===== config.mk =====
export PLATFORM = sky130hd
export DESIGN_NAME = tbp_core_flat
export DESIGN_NICKNAME = d
export VERILOG_FILES = /design/src/rtl/tbp_pkg.sv /design/src/rtl/tbp_if.sv /design/src/rtl/tbp_core.sv /design/src/flat_wrapper.sv
export SDC_FILE = /design/constraint.sdc
export NUM_CORES = 1
export LEC_CHECK = 0
export BUFFER_PORTS_ARGS = -buffer_cell sky130_fd_sc_hd__buf_2
export CORE_MARGIN = 2
export CORE_UTILIZATION = 50
export CTS_BUF_LIST = sky130_fd_sc_hd__clkbuf_4 sky130_fd_sc_hd__clkbuf_8 sky130_fd_sc_hd__clkbuf_16
export DETAILED_ROUTE_END_ITERATION = 8
export GPL_TIMING_DRIVEN = 0
export HOLD_SLACK_MARGIN = 0.02
export PLACE_DENSITY_LB_ADDON = 0.08
export SYNTH_ARGS = -nofsm -noshare
export SYNTH_HDL_FRONTEND = slang
export SYNTH_SLANG_ARGS = --single-unit

===== constraint.sdc =====
create_clock -name clk -period 2.9 [get_ports clk]
set_input_delay 0.725 -clock clk [delete_from_list [all_inputs] [get_ports clk]]
set_output_delay 0.725 -clock clk [all_outputs]
set_load 0.02 [all_outputs]

===== src/rtl/tbp_pkg.sv =====
`timescale 1ns / 1ps
`default_nettype none

package tbp_pkg;

  localparam int PC_W    = 48;
  localparam int COUNT_W = 32;

  typedef logic [1:0]         ctr_t;
  typedef logic [PC_W-1:0]    pc_t;
  typedef logic [COUNT_W-1:0] count_t;

  // Reset contents of the tables and the counter limits
  localparam ctr_t CTR_STRONG_TAKEN  = 2'd3;
  localparam ctr_t CTR_STRONG_GSHARE = 2'd0;
  localparam ctr_t CTR_MAX           = 2'd3;
  localparam ctr_t CTR_MIN           = 2'd0;

  // Two-bit saturating counter step
  function automatic ctr_t train2(input ctr_t ctr, input logic up);
    ctr_t res;
    if (up) begin
      res = (ctr == CTR_MAX) ? CTR_MAX : ctr_t'(ctr + 2'd1);
    end else begin
      res = (ctr == CTR_MIN) ? CTR_MIN : ctr_t'(ctr - 2'd1);
    end
    return res;
  endfunction

endpackage

`default_nettype wire


===== src/rtl/tbp_if.sv =====
`timescale 1ns / 1ps
`default_nettype none

interface tbp_in_if;
  logic          valid;
  logic          ready;
  tbp_pkg::pc_t  branch_pc;
  logic          taken;

  modport source (output valid, output branch_pc, output taken, input ready);
  modport sink   (input valid, input branch_pc, input taken, output ready);
endinterface

interface tbp_out_if;
  logic            valid;
  logic            ready;
  logic            predicted_taken;
  logic            used_bimodal;
  logic            prediction_correct;
  tbp_pkg::count_t correct_total;

  modport source (output valid, output predicted_taken, output used_bimodal,
                  output prediction_correct, output correct_total, input ready);
  modport sink   (input valid, input predicted_taken, input used_bimodal,
                  input prediction_correct, input correct_total, output ready);
endinterface

`default_nettype wire


===== src/rtl/tbp_core.sv =====
`timescale 1ns / 1ps
`default_nettype none

module tbp_core #(
  parameter int TABLE_ENTRIES = 2048,
  parameter int HISTORY_BITS  = 11,
  parameter int IDX_W         = 11
) (
  input  wire logic            clk,
  input  wire logic            rst_n,
  tbp_in_if.sink               in_ch,
  tbp_out_if.source            out_ch,
  // bimodal + chooser memory, data is {chooser, bimodal}
  output logic                 bc_we,
  output logic [IDX_W-1:0]     bc_waddr,
  output logic [3:0]           bc_wdata,
  output logic                 bc_re,
  output logic [IDX_W-1:0]     bc_raddr,
  input  wire logic [3:0]      bc_rdata,
  // gshare memory
  output logic                 gs_we,
  output logic [IDX_W-1:0]     gs_waddr,
  output logic [1:0]           gs_wdata,
  output logic                 gs_re,
  output logic [IDX_W-1:0]     gs_raddr,
  input  wire logic [1:0]      gs_rdata
);

  localparam int XW = (HISTORY_BITS > IDX_W) ? HISTORY_BITS : IDX_W;
  localparam logic [IDX_W-1:0] LAST_IDX = IDX_W'(TABLE_ENTRIES - 1);

  localparam logic [1:0] ST_CLEAR = 2'd0;
  localparam logic [1:0] ST_IDLE  = 2'd1;
  localparam logic [1:0] ST_BUSY  = 2'd2;

  logic [1:0]              state_r, state_nxt;
  logic [IDX_W-1:0]        clr_idx_r, clr_idx_nxt;
  logic [HISTORY_BITS-1:0] hist_r, hist_nxt;
  tbp_pkg::count_t         hit_r, hit_nxt;
  logic [IDX_W-1:0]        bidx_r, gidx_r;
  logic                    taken_r;
  logic                    out_valid_r, out_valid_nxt;
  logic                    out_pred_r, out_used_b_r, out_ok_r;

  logic             accept;
  logic [IDX_W-1:0] in_bidx, in_gidx;
  logic [XW-1:0]    mix;
  tbp_pkg::ctr_t    bval, gval, sel;
  logic             bpred, gpred, bok, gok, use_b, pred, ok;
  logic             out_free, finish;
  tbp_pkg::ctr_t    sel_new;

  assign in_ch.ready = (state_r == ST_IDLE);
  assign accept      = in_ch.valid && in_ch.ready;

  // Table index is the low PC bits; gshare folds in the history
  assign in_bidx = in_ch.branch_pc[IDX_W-1:0];
  assign mix     = XW'(hist_r) ^ XW'(in_bidx);
  assign in_gidx = mix[IDX_W-1:0];

  assign bc_re    = accept;
  assign bc_raddr = in_bidx;
  assign gs_re    = accept;
  assign gs_raddr = in_gidx;

  assign bval  = bc_rdata[1:0];
  assign sel   = bc_rdata[3:2];
  assign gval  = gs_rdata;
  assign bpred = bval[1];
  assign gpred = gval[1];
  assign bok   = (bpred == taken_r);
  assign gok   = (gpred == taken_r);
  assign use_b = sel[1];
  assign pred  = use_b ? bpred : gpred;
  assign ok    = (pred == taken_r);

  always_comb begin
    if (bok && !gok) begin
      sel_new = tbp_pkg::train2(sel, 1'b1);
    end else if (gok && !bok) begin
      sel_new = tbp_pkg::train2(sel, 1'b0);
    end else begin
      sel_new = sel;
    end
  end

  assign out_free = !out_valid_r || out_ch.ready;
  assign finish   = (state_r == ST_BUSY) && out_free;

  always_comb begin
    bc_we    = 1'b0;
    bc_waddr = bidx_r;
    bc_wdata = {sel_new, tbp_pkg::train2(bval, taken_r)};
    gs_we    = 1'b0;
    gs_waddr = gidx_r;
    gs_wdata = tbp_pkg::train2(gval, taken_r);
    if (state_r == ST_CLEAR) begin
      bc_we    = 1'b1;
      bc_waddr = clr_idx_r;
      bc_wdata = {tbp_pkg::CTR_STRONG_GSHARE, tbp_pkg::CTR_STRONG_TAKEN};
      gs_we    = 1'b1;
      gs_waddr = clr_idx_r;
      gs_wdata = tbp_pkg::CTR_STRONG_TAKEN;
    end else if (finish) begin
      bc_we = 1'b1;
      gs_we = 1'b1;
    end
  end

  always_comb begin
    state_nxt     = state_r;
    clr_idx_nxt   = clr_idx_r;
    hist_nxt      = hist_r;
    hit_nxt       = hit_r;
    out_valid_nxt = out_valid_r && !out_ch.ready;
    case (state_r)
      ST_CLEAR: begin
        clr_idx_nxt = clr_idx_r + 1'b1;
        if (clr_idx_r == LAST_IDX) begin
          state_nxt = ST_IDLE;
        end
      end
      ST_IDLE: begin
        if (accept) begin
          state_nxt = ST_BUSY;
        end
      end
      ST_BUSY: begin
        // hold the read data until the result slot frees up
        if (out_free) begin
          state_nxt     = ST_IDLE;
          out_valid_nxt = 1'b1;
          hist_nxt      = HISTORY_BITS'({hist_r, taken_r});
          if (ok && (hit_r != '1)) begin
            hit_nxt = hit_r + 1'b1;
          end
        end
      end
      default: begin
        state_nxt = ST_CLEAR;
      end
    endcase
  end

  always_ff @(posedge clk) begin
    if (!rst_n) begin
      state_r     <= ST_CLEAR;
      clr_idx_r   <= '0;
      hist_r      <= '0;
      hit_r       <= '0;
      out_valid_r <= 1'b0;
    end else begin
      state_r     <= state_nxt;
      clr_idx_r   <= clr_idx_nxt;
      hist_r      <= hist_nxt;
      hit_r       <= hit_nxt;
      out_valid_r <= out_valid_nxt;
    end
  end

  always_ff @(posedge clk) begin
    if (accept) begin
      bidx_r  <= in_bidx;
      gidx_r  <= in_gidx;
      taken_r <= in_ch.taken;
    end
    if (finish) begin
      out_pred_r   <= pred;
      out_used_b_r <= use_b;
      out_ok_r     <= ok;
    end
  end

  assign out_ch.valid              = out_valid_r;
  assign out_ch.predicted_taken    = out_pred_r;
  assign out_ch.used_bimodal       = out_used_b_r;
  assign out_ch.prediction_correct = out_ok_r;
  assign out_ch.correct_total      = hit_r;

endmodule

`default_nettype wire


===== src/flat_wrapper.sv =====
// flat-port wrapper written by rule: the top's interface ports become plain ports
module tbp_core_flat 
#(
  parameter int TABLE_ENTRIES = 2048,
  parameter int HISTORY_BITS  = 11,
  parameter int IDX_W         = 11
)
  (clk, rst_n, bc_we, bc_waddr, bc_wdata, bc_re, bc_raddr, bc_rdata, gs_we, gs_waddr, gs_wdata, gs_re, gs_raddr, gs_rdata, in_ch_valid, in_ch_branch_pc, in_ch_taken, in_ch_ready, out_ch_valid, out_ch_predicted_taken, out_ch_used_bimodal, out_ch_prediction_correct, out_ch_correct_total, out_ch_ready);
  tbp_in_if in_ch_i ();
  tbp_out_if out_ch_i ();
  input  wire logic clk;
  input  wire logic rst_n;
  output logic bc_we;
  output logic [IDX_W-1:0] bc_waddr;
  output logic [3:0] bc_wdata;
  output logic bc_re;
  output logic [IDX_W-1:0] bc_raddr;
  input  wire logic [3:0] bc_rdata;
  output logic gs_we;
  output logic [IDX_W-1:0] gs_waddr;
  output logic [1:0] gs_wdata;
  output logic gs_re;
  output logic [IDX_W-1:0] gs_raddr;
  input  wire logic [1:0] gs_rdata;
  input wire logic [$bits(in_ch_i.valid)-1:0] in_ch_valid;
  input wire logic [$bits(in_ch_i.branch_pc)-1:0] in_ch_branch_pc;
  input wire logic [$bits(in_ch_i.taken)-1:0] in_ch_taken;
  output wire logic [$bits(in_ch_i.ready)-1:0] in_ch_ready;
  output wire logic [$bits(out_ch_i.valid)-1:0] out_ch_valid;
  output wire logic [$bits(out_ch_i.predicted_taken)-1:0] out_ch_predicted_taken;
  output wire logic [$bits(out_ch_i.used_bimodal)-1:0] out_ch_used_bimodal;
  output wire logic [$bits(out_ch_i.prediction_correct)-1:0] out_ch_prediction_correct;
  output wire logic [$bits(out_ch_i.correct_total)-1:0] out_ch_correct_total;
  input wire logic [$bits(out_ch_i.ready)-1:0] out_ch_ready;
  assign in_ch_i.valid = in_ch_valid;
  assign in_ch_i.branch_pc = in_ch_branch_pc;
  assign in_ch_i.taken = in_ch_taken;
  assign in_ch_ready = in_ch_i.ready;
  assign out_ch_valid = out_ch_i.valid;
  assign out_ch_predicted_taken = out_ch_i.predicted_taken;
  assign out_ch_used_bimodal = out_ch_i.used_bimodal;
  assign out_ch_prediction_correct = out_ch_i.prediction_correct;
  assign out_ch_correct_total = out_ch_i.correct_total;
  assign out_ch_i.ready = out_ch_ready;
  tbp_core #(.TABLE_ENTRIES(TABLE_ENTRIES), .HISTORY_BITS(HISTORY_BITS), .IDX_W(IDX_W)) u_core (.clk(clk), .rst_n(rst_n), .in_ch(in_ch_i), .out_ch(out_ch_i), .bc_we(bc_we), .bc_waddr(bc_waddr), .bc_wdata(bc_wdata), .bc_re(bc_re), .bc_raddr(bc_raddr), .bc_rdata(bc_rdata), .gs_we(gs_we), .gs_waddr(gs_waddr), .gs_wdata(gs_wdata), .gs_re(gs_re), .gs_raddr(gs_raddr), .gs_rdata(gs_rdata));
endmodule

==> impl_metrics.tcl <==
set metrics [dict create \
    dp.final_hpwl_mm 7.63 \
    fp.dieW_um 95.0 \
    viasPerCell 5.46 \
    synth-seq-cells 83 \
    drtIter0Drc 153 \
    required_ns 2.17 \
    overflow 0 \
    clkSlewWorstSetupHoldPaths_ns 0.08 \
    seq_area_frac_synth 0.464 \
    swShare 0.228 \
    vias 3832 \
    fin_crit_sh 0.961 \
    root_buffer "clkbuf_8" \
    leakage_nw 2.18 \
    ant_nets 0 \
    layout_setup_ws_ns 0.114 \
    wl_per_cell_um 14.9 \
    pwr-share-clk 0.398 \
    clock_path_buffers 2 \
    rows 33 \
    core_area_mm2 0.00813 \
    fin_setup_tns_ns 0 \
    cts_tree "yes" \
    path_class "input port to primary output" \
    min_period_ns 2.79 \
    die-area_mm2 0.00902 \
    critPathLaunchType "input port" \
    cellPowerDensity_mw_per_mm2 447 \
    synth_area_per_cell_um2 8.81 \
    final_area_mm2 0.00505 \
    arrival_ns 2.06 \
    ys_async_sr_fraction 0 \
    run_status "completed" \
    ys.flop_type "dfxtp_1" \
    n_fill_cell 723 \
    die_h_um 95.0 \
    seq_power_share 0.533 \
    pre_cts_slack_ns 0.0116 \
    track_usage 0.237 \
    syn_inst 470 \
    fin_worst_skew_ns 0.00900 \
    cts_buffers 9 \
    drv_slew 0 \
    ir_drop_mv 0.361 \
    grt_setup_unrepaired "no" \
    intPower_mw 1.74 \
    syn2layout_area_growth_pct 21.9 \
    multi_input_area_mm2 0.00195 \
    mostFrequentLayoutCell "buf_2" \
    diodes 0 \
    p_comb_frac 0.069 \
    htreeDepth 3 \
    dr.pass1.iters 5 \
    endpoint_kind "primary output" \
    nNetsFinal 653 \
    ff_latch_area_mm2 0.00192 \
    cts_sinks 83 \
    timing.fmax_mhz 359 \
    worstPathMaxFanout 10 \
    hold_viol 0 \
    portBuffers 111 \
    ys.warnings.count 0 \
    grt_max_degree 27 \
    ys_types 46 \
    routed_wl_mm 10.4 \
    synth_edf_count 26 \
    p_sw_mw 0.514 \
    setup_violations 0 \
    layout_common_cells "118 x buf_2, 98 x nand2_1, 57 x dfxtp_1" \
    post-cts-setup-buffer-count 0 \
    grt_pass1_wl_mm 16.6 \
    hold_path.class "flop to flop" \
    syn-cell-area_mm2 0.00414 \
    pin_count 150 \
    tightest_slew_ns 0.665 \
    syn-num-nets 531 \
    clk_latency_ns 0.35 \
    maxCapViolCount 0 \
    maxSlewHeadroom 0.556 \
    initial_utilization 0.509 \
    route.detailed.drc 0 \
    grt_pass1_vias 3431 \
    placement.cell_area_mm2 0.00483 \
    antenna_found_initial 0 \
    routabilityCongestion 0.844 \
    drive_gt1_frac 0.268 \
]
[metrics by stage]
step	hold slack (ns)	std cells	power (mW)	util
finish	0.488	702	2.25	0.620
global placement	0.462	686	1.38	0.593
global route	0.517	702	2.35	0.620
detailed placement	0.474	686	1.39	0.593
floorplan	0.448	470	1.33	-
CTS	0.486	702	2.28	0.620
[worst paths after layout]
check,start,to,slack [ns],depth (start not counted)
max reg2reg,u_core.out_ch.correct_total[3]$_SDFFE_PN0P_,u_core.out_ch.correct_total[3]$_SDFFE_PN0P_,0.49,7
min reg2reg,u_core.out_ch.correct_total[25]$_SDFFE_PN0P_,u_core.out_ch.correct_total[25]$_SDFFE_PN0P_,0.49,2
max,out_ch_ready,gs_we,0.11,7
min,u_core.out_ch.correct_total[25]$_SDFFE_PN0P_,u_core.out_ch.correct_total[25]$_SDFFE_PN0P_,0.49,2
[logic make-up (layout without fill, tap and decap cells)]
kind of cell	count (synthesis)	in the layout	share of synthesized area
fa+ha+maj	2	2	0.00604
compound gates	88	88	0.123
simple gates	217	217	0.270
flops	83	83	0.464
xor+xnor	23	23	0.0532
buf+inv	51	178	0.0656
mux	6	6	0.0175
[per-layer routing]
metal | part of all wire | track usage | vias to the layer above
met5 | 0 | 0 | -
met1 | 0.47 | 0.321 | 1816
li1 | - | - | 1893
met2 | 0.47 | 0.385 | 106
met4 | 0.016 | 0.0870 | 0
met3 | 0.043 | 0.0359 | 17
[cell usage after synthesis (4+ instances only)]
master / count / share of area
clkbuf_1: 17 / 0.015
xor2_1: 19 / 0.040
a21oi_1: 46 / 0.056
nand2b_1: 10 / 0.015
nor3_1: 5 / 0.0060
and3_1: 8 / 0.012
nand3_1: 14 / 0.017
mux2i_1: 5 / 0.012
nand2_1: 98 / 0.089
or3_1: 9 / 0.014
nor2_1: 19 / 0.017
and2_1: 4 / 0.0060
o21ai_0: 15 / 0.018
and4_1: 6 / 0.013
buf_4: 13 / 0.024
inv_1: 9 / 0.0082
buf_2: 7 / 0.0085
o21a_1: 4 / 0.0073
o31ai_1: 16 / 0.029
dfxtp_1: 57 / 0.28
edfxtp_1: 26 / 0.19
nand4_1: 12 / 0.018
or4_1: 16 / 0.029
[flip-flops by register name, indices dropped and copies added (netlist names), 2 cells and up]
signal                       count
u_core.out_ch.correct_total     32
u_core.bidx_r                   11
u_core.clr_idx_r                11
u_core.gidx_r                   11
u_core.hist_r                   11
u_core.state_r                   2
[timing repair]
action,CTS,global route
resized for setup,1,4
hold endpoints to repair,0,0
setup endpoints to repair,2,21
hold buffers,0,0
[worst max-delay path, cell delays in order]
cell      delay [ns]
buf_2           0.10
nand2b_1        0.16
nand2b_1        0.19
buf_1           0.42
nand2_1         0.15
buf_4           0.16
buf_2           0.15
[cell type report]
type                            instances  share of cell area
Clock buffer                            9              0.0245
Multi-Input combinational cell        336               0.386
Inverter                                9             0.00669
Tap cell                              105              0.0260
Buffer                                 42              0.0476
Clock inverter                          7              0.0183
Sequential cell                        83               0.381
Timing Repair Buffer                  111               0.110
[power by group through the flow]
stage / sequential, mW / clock, mW / combinational (mW)
4_1_cts: 1.20 / 0.916 / 0.157
3_5_place_dp: 1.23 / 0 / 0.156
6_report: 1.20 / 0.896 / 0.156
2_1_floorplan: 1.23 / 0 / 0.0977
3_3_place_gp: 1.23 / 0 / 0.152
5_1_grt: 1.20 / 0.977 / 0.170
(Power assumes the default switching activity.)
